## src/sv/alp_pkg.sv

```systemverilog
// Package for the array linked list with free pool.
// Holds sizes, pointer types, operation codes and the structs shared by the modules.
// No dependencies.
package alp_pkg;

	localparam int DEPTH      = 16;
	localparam int DATA_WIDTH = 32;
	localparam int IDX_W      = $clog2(DEPTH);
	localparam int PTR_W      = $clog2(DEPTH + 1);

	typedef logic [PTR_W-1:0]      ptr_t;
	typedef logic [IDX_W-1:0]      idx_t;
	typedef logic [DATA_WIDTH-1:0] data_t;
	typedef logic [1:0]            op_t;

	localparam ptr_t NULL_PTR = PTR_W'(DEPTH);

	localparam op_t OP_PUSH_HEAD = 2'd0;
	localparam op_t OP_POP_HEAD  = 2'd1;
	localparam op_t OP_PUSH_TAIL = 2'd2;

	typedef struct packed {
		logic en;
		op_t  op;
	} alp_cmd_t;

	typedef struct packed {
		logic error;
		logic pop_ok;
		logic wr_en;
		idx_t wr_idx;
		idx_t rd_idx;
		logic list_empty;
		logic pool_full;
	} alp_res_t;

endpackage

```

## src/sv/alp_req_if.sv

```systemverilog
// Request channel: operation code and item value with valid/ready.
// Depends on alp_pkg.
interface alp_req_if;
	import alp_pkg::*;

	logic  valid;
	logic  ready;
	op_t   operation;
	data_t item_value;

	modport source (output valid, output operation, output item_value, input ready);
	modport sink (input valid, input operation, input item_value, output ready);
endinterface

```

## src/sv/alp_rsp_if.sv

```systemverilog
// Result channel: popped value and status flags with valid/ready.
// Depends on alp_pkg.
interface alp_rsp_if;
	import alp_pkg::*;

	logic  valid;
	logic  ready;
	data_t popped_value;
	logic  error;
	logic  list_empty;
	logic  pool_full;

	modport source (output valid, output popped_value, output error, output list_empty,
		output pool_full, input ready);
	modport sink (input valid, input popped_value, input error, input list_empty,
		input pool_full, output ready);
endinterface

```

## src/sv/alp_links.sv

```systemverilog
// Link store and list/free pointers of the node pool; one operation per enabled cycle.
// Reports the data store write/read indexes and the flags after the step.
// Depends on alp_pkg.
module alp_links (
	input  logic              clk,
	input  logic              arst_n,
	input  alp_pkg::alp_cmd_t cmd,
	output alp_pkg::alp_res_t res
);
	import alp_pkg::*;

	ptr_t link_q [DEPTH];
	ptr_t link_d [DEPTH];
	ptr_t head_q, tail_q, free_q;
	ptr_t head_d, tail_d, free_d;

	logic head_ok, tail_ok, free_ok;
	logic is_push, is_pop, push_ok, pop_ok;
	idx_t head_idx, tail_idx, free_idx;

	always_comb begin
		head_ok  = head_q < NULL_PTR;
		tail_ok  = tail_q < NULL_PTR;
		free_ok  = free_q < NULL_PTR;
		head_idx = head_q[IDX_W-1:0];
		tail_idx = tail_q[IDX_W-1:0];
		free_idx = free_q[IDX_W-1:0];
		is_push  = (cmd.op == OP_PUSH_HEAD) || (cmd.op == OP_PUSH_TAIL);
		is_pop   = cmd.op == OP_POP_HEAD;
		push_ok  = is_push && free_ok;
		pop_ok   = is_pop && head_ok;

		link_d = link_q;
		head_d = head_q;
		tail_d = tail_q;
		free_d = free_q;
		if (push_ok) begin
			free_d = link_q[free_idx];
			if (cmd.op == OP_PUSH_HEAD) begin
				link_d[free_idx] = head_q;
				head_d = free_q;
				if (!tail_ok) begin
					tail_d = free_q;
				end
			end else begin
				link_d[free_idx] = NULL_PTR;
				if (tail_ok) begin
					link_d[tail_idx] = free_q;
				end
				tail_d = free_q;
				if (!head_ok) begin
					head_d = free_q;
				end
			end
		end else if (pop_ok) begin
			head_d = link_q[head_idx];
			if (!(link_q[head_idx] < NULL_PTR)) begin
				tail_d = NULL_PTR;
			end
			link_d[head_idx] = free_q;
			free_d = head_q;
		end

		res.error      = (is_push && !free_ok) || (is_pop && !head_ok);
		res.pop_ok     = pop_ok;
		res.wr_en      = cmd.en && push_ok;
		res.wr_idx     = free_idx;
		res.rd_idx     = head_idx;
		res.list_empty = !(head_d < NULL_PTR);
		res.pool_full  = !(free_d < NULL_PTR);
	end

	always_ff @(posedge clk or negedge arst_n) begin
		if (!arst_n) begin
			for (int i = 0; i < DEPTH; i++) begin
				link_q[i] <= PTR_W'(i + 1);
			end
			head_q <= NULL_PTR;
			tail_q <= NULL_PTR;
			free_q <= '0;
		end else if (cmd.en) begin
			link_q <= link_d;
			head_q <= head_d;
			tail_q <= tail_d;
			free_q <= free_d;
		end
	end
endmodule

```

## src/sv/array_linked_list_with_free_pool_top.sv

```systemverilog
// Top level of the array linked list with free pool: input register, node data store,
// result register. Depends on alp_pkg, alp_req_if, alp_rsp_if and alp_links.
//
// Usage:
//   req carries operation (push at head, pop from head, push at tail) and item_value;
//   a transfer happens when valid and ready are high at a rising edge of clk.
//   rsp carries popped_value, error, list_empty and pool_full, one result per request.
//   The request passes through the input register, then the result register that also
//   captures the registered node data read.
//   Throughput: one request per cycle while rsp is not stalled; each operation is finished
//   while it is in the input register, so back-to-back requests see each other's updates.
//   Stall: while rsp.valid is high and rsp.ready low, the result holds and the input
//   register holds; req.ready drops once the input register is also occupied.
//   Reset (arst_n low): list empty, all nodes free in index order, no result pending.
//   Node data is not cleared; it is only returned in popped_value after a push has written it.
module array_linked_list_with_free_pool_top (
	input logic clk,
	input logic arst_n,
	alp_req_if.sink   req,
	alp_rsp_if.source rsp
);
	import alp_pkg::*;

	logic  s1_valid_q;
	op_t   op_s1;
	data_t value_s1;

	logic  out_valid_q;
	logic  pop_ok_q;
	logic  error_q;
	logic  list_empty_q;
	logic  pool_full_q;
	data_t rd_data_q;

	data_t node_data [DEPTH];

	logic     advance;
	alp_cmd_t cmd;
	alp_res_t res;

	assign advance   = !out_valid_q || rsp.ready;
	assign req.ready = !s1_valid_q || advance;
	assign cmd.en    = advance && s1_valid_q;
	assign cmd.op    = op_s1;

	alp_links u_links (
		.clk    (clk),
		.arst_n (arst_n),
		.cmd    (cmd),
		.res    (res)
	);

	always_ff @(posedge clk or negedge arst_n) begin
		if (!arst_n) begin
			s1_valid_q  <= 1'b0;
			out_valid_q <= 1'b0;
		end else begin
			if (req.ready) begin
				s1_valid_q <= req.valid;
			end
			if (advance) begin
				out_valid_q <= s1_valid_q;
			end
		end
	end

	always_ff @(posedge clk) begin
		if (req.ready) begin
			op_s1    <= req.operation;
			value_s1 <= req.item_value;
		end
		if (advance) begin
			pop_ok_q     <= res.pop_ok;
			error_q      <= res.error;
			list_empty_q <= res.list_empty;
			pool_full_q  <= res.pool_full;
		end
	end

	always_ff @(posedge clk) begin
		if (res.wr_en) begin
			node_data[res.wr_idx] <= value_s1;
		end
		if (advance) begin
			rd_data_q <= node_data[res.rd_idx];
		end
	end

	assign rsp.valid        = out_valid_q;
	assign rsp.popped_value = pop_ok_q ? rd_data_q : '0;
	assign rsp.error        = error_q;
	assign rsp.list_empty   = list_empty_q;
	assign rsp.pool_full    = pool_full_q;
endmodule

```

## src/flat_wrapper.sv

```systemverilog
// flat-port wrapper written by rule: the top's interface ports become plain ports
module array_linked_list_with_free_pool_top_flat import alp_pkg::*;
  (clk, arst_n, req_valid, req_operation, req_item_value, req_ready, rsp_valid, rsp_popped_value, rsp_error, rsp_list_empty, rsp_pool_full, rsp_ready);
  alp_req_if req_i ();
  alp_rsp_if rsp_i ();
  input logic clk;
  input logic arst_n;
  input wire logic [$bits(req_i.valid)-1:0] req_valid;
  input wire logic [$bits(req_i.operation)-1:0] req_operation;
  input wire logic [$bits(req_i.item_value)-1:0] req_item_value;
  output wire logic [$bits(req_i.ready)-1:0] req_ready;
  output wire logic [$bits(rsp_i.valid)-1:0] rsp_valid;
  output wire logic [$bits(rsp_i.popped_value)-1:0] rsp_popped_value;
  output wire logic [$bits(rsp_i.error)-1:0] rsp_error;
  output wire logic [$bits(rsp_i.list_empty)-1:0] rsp_list_empty;
  output wire logic [$bits(rsp_i.pool_full)-1:0] rsp_pool_full;
  input wire logic [$bits(rsp_i.ready)-1:0] rsp_ready;
  assign req_i.valid = req_valid;
  assign req_i.operation = req_operation;
  assign req_i.item_value = req_item_value;
  assign req_ready = req_i.ready;
  assign rsp_valid = rsp_i.valid;
  assign rsp_popped_value = rsp_i.popped_value;
  assign rsp_error = rsp_i.error;
  assign rsp_list_empty = rsp_i.list_empty;
  assign rsp_pool_full = rsp_i.pool_full;
  assign rsp_i.ready = rsp_ready;
  array_linked_list_with_free_pool_top u_core (.clk(clk), .arst_n(arst_n), .req(req_i), .rsp(rsp_i));
endmodule
```

## config.mk

```make
export PLATFORM = sky130hd
export DESIGN_NAME = array_linked_list_with_free_pool_top_flat
export DESIGN_NICKNAME = d
export VERILOG_FILES = /design/src/sv/alp_pkg.sv /design/src/sv/alp_req_if.sv /design/src/sv/alp_rsp_if.sv /design/src/sv/alp_links.sv /design/src/sv/array_linked_list_with_free_pool_top.sv /design/src/flat_wrapper.sv
export SDC_FILE = /design/constraint.sdc
export NUM_CORES = 1
export LEC_CHECK = 0
export ABC_AREA = 1
export BUFFER_PORTS_ARGS = -buffer_cell sky130_fd_sc_hd__buf_2
export CAP_MARGIN = 20
export CORE_AREA = 2 2 264 266
export CTS_CLUSTER_DIAMETER = 60
export CTS_CLUSTER_SIZE = 14
export DETAILED_ROUTE_END_ITERATION = 12
export DIE_AREA = 0 0 266 268
export PLACE_DENSITY = 0.69
export SETUP_SLACK_MARGIN = 0.4
export SLEW_MARGIN = 20
export SYNTH_ARGS = -nofsm -noshare
export SYNTH_HDL_FRONTEND = slang
export SYNTH_SLANG_ARGS = --single-unit
```

## constraint.sdc

```tcl
create_clock -name clk -period 6.8 [get_ports clk]
set_input_delay 0.68 -clock clk [delete_from_list [all_inputs] [get_ports clk]]
set_output_delay 0.68 -clock clk [all_outputs]
set_load 0.005 [all_outputs]
```

==> flow_metrics.tcl, run 1 <==
set metrics [dict create \
    status "finished with violations" \
    violations "DRC" \
    die_w_um 266 \
    finalMaxSlewViolations 0 \
    io_buffers 74 \
    startpoint_type "flip-flop" \
    leakage_nw 12.4 \
    skew_ps 36.3 \
    crit_top_cell "buf_4" \
    finalCriticalPeriod_ps 3810 \
    core_region_area_mm2 0.0682 \
    grt_use_total 0.246 \
    clock_sinks 679 \
    grt_use_met2 0.379 \
    synth.avg_cell_area_um2 10.8 \
    hold_ws_ps 184 \
    critical_path_class "reg2reg" \
    gr-total-overflow 0 \
    clockBufferDepth 3 \
    rows 96 \
    pin_count 75 \
    synthFlopType "edfxtp_1" \
    synth_xor_area_frac 0 \
    routed-via-count 22000 \
    max_slew.worst_pin.slew_ps 1120 \
    slowest_stage "buf_4" \
    hold_class "in2reg" \
    worst-path-max-fanout 84 \
    cts_tree "done" \
    route.detailed.drc 1 \
    hp-start "req_item_value[22]" \
    r2r_cells 8 \
    ctsResizeCount 0 \
    ys_warn_count 0 \
    cts_made_buffers 60 \
    r2r_slack_ps 2990 \
    synth_edf_count 582 \
    period_share 0.561 \
    rr_endpoint "u_core.rd_data_q[14]" \
    postSynth.asyncResetShare 0.143 \
    cts_root_buf "clkbuf_16" \
    cellPowerDensity_mw_per_mm2 426 \
    final_common_cell "nand2_1" \
    grt_pass1_wl_um 132000 \
    grt_max_degree 85 \
    drive_gt1_frac 0.114 \
    grt_pass1_vias 21100 \
    startpoint "u_core.u_links.head_q[1]" \
    final-setup-viol-count 0 \
    die_area_mm2 0.0713 \
    yosys.area_share.simple 0.158 \
    n_antenna_cell 0 \
    routedWlPerCell_um 23.9 \
    peakVddDrop_mv 0.314 \
    finalNetCount 2830 \
    synth.distinct_cells 32 \
    met3_usage 0.0423 \
    worstPathArrival_ps 4330 \
    antenna_found_initial 0 \
    path_cells "inv_2 -> nor2_4 -> buf_4 -> buf_4 -> a22oi_1 -> a21oi_1 -> nor3_1 -> nand2_1" \
    vias_per_cell 5.95 \
    grt-busiest-layer "met2" \
    p_total_w 0.0140 \
    clkLatencyLatePin_ps 670 \
    path_clk_slew_ps 70 \
    grt_use_met1 0.347 \
    dp_hpwl_um 49400 \
    synth_top_family_by_area "simple AND/OR/NAND/NOR gates" \
    synth-adder-area-share 0 \
    synth_cells 2744 \
    final.setup.tns_ps 0 \
    first_iter_violations 3156 \
    mostFrequentLayoutCells "801 x nand2_1, 582 x edfxtp_1, 258 x a22oi_1" \
    ant_nets 0 \
    place_congestion 1.03 \
    max_slew_margin 0.255 \
    max_stage_delay_ps 930 \
    muxShareOfSynthArea 0 \
    drt-total-wl_um 88500 \
    pre_cts_slack_ps 3000 \
    critical_path.endpoint "u_core.rd_data_q[14]" \
    max_freq_mhz 262 \
    htree_levels 2 \
    maxCapViolCount 0 \
    drt_pass1_iterations 10 \
    syn_nets 2782 \
    grt_setup_unrepaired "false" \
    cp-end-kind "flip-flop" \
    syn_area_mm2 0.0298 \
    synth_compound_area_frac 0.135 \
    final_hold_viol_count 0 \
    fin_ws_ps 2990 \
    synth-seq-cells 679 \
    yosysSeqAreaShare 0.670 \
    syn2layout_area_growth_pct 10.6 \
    dieHeight_um 268 \
    r2r-start "u_core.u_links.head_q[1]" \
    critPathRequiredTime_ps 7310 \
    start_util 0.436 \
]
==> layout make-up <==
class	instances	area [um2]
fill	6029	35300
sequential	679	19900
multi-input combinational	1801	8890
clock buffer	75	1560
tap	882	1100
timing repair buffer	123	743
inverter	127	482
clock inverter	16	195
==> worst min path at each step <==
stage	to	slack (ps)	cells past startpoint
global placement	u_core.rsp.valid	490	2
CTS	u_core.value_s1[22]	160	1
finish	u_core.value_s1[22]	180	1
global route	u_core.value_s1[21]	170	1
floorplan	u_core.rsp.valid	380	0
detailed placement	u_core.rsp.valid	500	2
==> what timing repair did <==
action	CTS	global route
endpoints found under the hold margin	18	0
hold buffers	1	0
buffers inserted	0	0
==> sequential cells by signal, summed over array words and instances (netlist names), 2 cells and up <==
register               count
u_core.op_s1               2
u_core.rd_data_q          32
u_core.u_links.tail_q      5
u_core.u_links.head_q      5
u_core.node_data         512
u_core.value_s1           32
u_core.u_links.link_q     80
u_core.u_links.free_q      5
==> cell usage after synthesis (10+ instances only) <==
library cell	count	area [um2]
nand3_1	50	250
nor2_1	207	777
nor2_2	15	93.8
inv_1	104	390
nand2_1	805	3020
nor3_1	65	325
o21a_1	25	188
inv_2	21	78.8
a22oi_1	258	1940
nand4_1	11	68.8
a21oi_1	189	946
o211ai_1	44	330
edfxtp_1	582	17500
o21ai_1	10	50.1
o21ai_0	86	430
clkbuf_1	74	278
buf_2	46	230
dfrtp_1	62	1550
dfstp_2	35	920
==> logic make-up (layout without fill, tap and decap cells) <==
family | count (synthesis) | count (layout)
AO/OA/AOI/OAI | 629 | 629
AND/OR/NAND/NOR | 1172 | 1172
buffers and inverters | 264 | 341
flip-flops | 679 | 679
==> through the flow <==
stage	cell area [um2]	cells	util
floorplan	29800	2744	-
global placement	31200	3611	0.457
detailed placement	31200	3611	0.457
CTS	32900	3703	0.483
global route	32900	3703	0.483
finish	32900	3703	0.483
==> worst max-delay path, delay by kind of cell (launching register included) <==
kind / cells / cell delay [ps]
buffers and inverters: 3 / 1930
AO/OA/AOI/OAI: 2 / 410
AND/OR/NAND/NOR: 3 / 410
flip-flops: 1 / 890
==> routing by layer <==
metal  share of wire  wire (um)
met5               0          0
met4           0.039       3440
met3            0.11       9300
met2            0.45      40000
met1            0.40      35800
==> where the power goes <==
part	internal [W]	switching, W	leakage [nW]
Sequential	0.00522	0.000568	6.42
Clock	0.00164	0.00155	0.845
Combinational	0.00147	0.00357	5.09
Power figures use the tool's default switching activity.
==> run 2, diff against run 1 <==
==> constraint.sdc (replaced) <==
create_clock -name clk -period 3.67 [get_ports clk]
set_input_delay 0.367 -clock clk [delete_from_list [all_inputs] [get_ports clk]]
set_output_delay 0.367 -clock clk [all_outputs]
set_load 0.005 [all_outputs]
==> run 2 against run 1 <==
Compared with the run above: the run now ends clean; critical path depth down 6; clock skew up 14 ps; total power is 92% higher; core utilization is 1.6 points higher; sequential share of layout area shrank 2.0 points; clock power up 90%; routed wire length is 4.7% higher; sequential power grew 85%; largest power group unchanged.
==> flow_metrics.tcl, run 2 (synthesis gave the netlist of run 1 again) <==
set metrics [dict create \
    grt_pass1_vias 21400 \
    final_hold_viol_count 0 \
    nFillCells 5938 \
    pin_count 75 \
    period_share 0.734 \
    syn2layout_area_growth_pct 14.3 \
    min_to "u_core.rsp.valid" \
    startpoint_type "flip-flop" \
    drt_pass1_iterations 6 \
    die_w_um 266 \
    gr-total-overflow 0 \
    swShare 0.408 \
    die_area_mm2 0.0713 \
    htree_levels 2 \
    ant_nets 0 \
    cts_tree "done" \
    grt_use_met1 0.365 \
    start_util 0.436 \
    largest_reg_flops 512 \
    worst-path-max-fanout 22 \
    grt_max_degree 129 \
    cts_setup_buffers 0 \
    n_antenna_cell 0 \
    maxCapViolCount 0 \
    mostFrequentLayoutCells "801 x nand2_1, 582 x edfxtp_1, 258 x a22oi_1" \
    cellPowerDensity_mw_per_mm2 791 \
    finalMaxSlewViolations 0 \
    max_freq_mhz 371 \
    hold_depth 4 \
    top_regs "u_core.node_data (512), u_core.u_links.link_q (80)" \
    route.detailed.drc 0 \
    p_clk_frac 0.226 \
    drt-total-wl_um 92700 \
    vias_per_cell 5.95 \
    final.setup.tns_ps 0 \
    leakage_nw 12.8 \
    place_area_mm2 0.0318 \
    r2r_cells 7 \
    pwr-share-comb 0.375 \
    io_buffers 74 \
    hold_class "in2reg" \
    clockBufferDepth 3 \
    cts_made_buffers 61 \
    grt_use_met2 0.395 \
    final-seq-area_mm2 0.0199 \
    cts_root_buf "clkbuf_16" \
    finalNetCount 2912 \
    p_switching_w 0.0110 \
    status "complete, no violations" \
    r2r-start "u_core.u_links.head_q[1]" \
    final-setup-viol-count 0 \
    place_congestion 1.05 \
    critical_path_class "reg2out" \
    grt_use_total 0.256 \
    routedWlPerCell_um 24.5 \
    grt_pass1_wl_um 136000 \
    path_clk_slew_ps 60 \
    met3_usage 0.0487 \
    r2r_slack_ps 1090 \
    critPathRequiredTime_ps 3300 \
    max_slew.worst_pin.slew_ps 1060 \
    clkLatencyLatePin_ps 680 \
    routed-via-count 22500 \
    drive_gt1_frac 0.127 \
    clock_sinks 679 \
    p_seq_frac 0.399 \
    max_slew_margin 0.292 \
    antenna_found_initial 4 \
    dieHeight_um 268 \
    finalCriticalPeriod_ps 2690 \
    peakVddDrop_mv 0.527 \
    core_region_area_mm2 0.0682 \
    grt_setup_unrepaired "false" \
    p_int_w 0.0159 \
    final_area_mm2 0.0340 \
    first_iter_violations 2944 \
    cp-end-kind "output pin" \
    skew_ps 50.0 \
    worstPathArrival_ps 2330 \
    hp-start "rsp_ready" \
    rr_endpoint "u_core.rd_data_q[14]" \
    multi_input_area_mm2 0.00888 \
    dp_hpwl_um 54100 \
    final_common_cell "nand2_1" \
    grt-busiest-layer "met2" \
    regMostFlops "u_core.node_data" \
    rows 96 \
]
-- run 2: what timing repair did --
item | in CTS | in global routing
endpoints found under the hold margin | 74 | 0
hold buffers | 36 | 0
endpoints found under the setup margin | 0 | 0
resized for setup | 0 | 0
-- run 2: through the flow --
| stage | hold WS, ps | total power (W) | setup slack, ps | util | cells |
|---|---|---|---|---|---|
| global route | 107 | 0.0282 | 936 | 0.499 | 3780 |
| detailed placement | 508 | 0.0206 | 1130 | 0.467 | 3657 |
| global placement | 497 | 0.0205 | 1140 | 0.467 | 3657 |
| CTS | 81.5 | 0.0267 | 957 | 0.499 | 3780 |
| floorplan | 71.4 | 0.0168 | 712 | - | 2744 |
| finish | 97.5 | 0.0269 | 976 | 0.499 | 3780 |
-- run 2: power by group through the flow --
stage / sequential, W / combinational, W / clock [W]
after global placement: 0.0108 / 0.00968 / 0
after detailed placement: 0.0108 / 0.00981 / 0
after floorplan: 0.0103 / 0.00643 / 0
after CTS: 0.0107 / 0.00989 / 0.00615
after global routing: 0.0108 / 0.0109 / 0.00644
final: 0.0107 / 0.0101 / 0.00607
-- run 2: layout make-up --
type	instances	share of cell area
multi-input combinational	1801	0.261
timing repair buffer	204	0.0522
tap	882	0.0324
clock inverter	19	0.00827
sequential	679	0.586
clock buffer	68	0.0456
inverter	127	0.0142
-- run 2: worst max-delay path by stage --
stage / start / cells after the start / endpoint / slack (ps)
after floorplan: u_core.u_links.free_q[0] / 6 / u_core.node_data[8][0] / 710
after global placement: u_core.u_links.head_q[1] / 7 / u_core.rd_data_q[15] / 1140
after detailed placement: u_core.u_links.head_q[1] / 7 / u_core.rd_data_q[15] / 1130
after CTS: u_core.rsp.valid / 2 / req_ready / 960
after global routing: u_core.rsp.valid / 2 / req_ready / 940
final: u_core.rsp.valid / 2 / req_ready / 980
-- run 2: routing by layer --
metal	vias up	share of wire
li1	9982	-
met1	11000	0.41
met2	1303	0.45
met3	222	0.11
met4	6	0.036
met5	-	0.00039
-- run 2: worst max-delay path: stages, from the launching register on --
cell and delay (ps):
dfrtp_1 410, nand3_2 810, buf_2 430
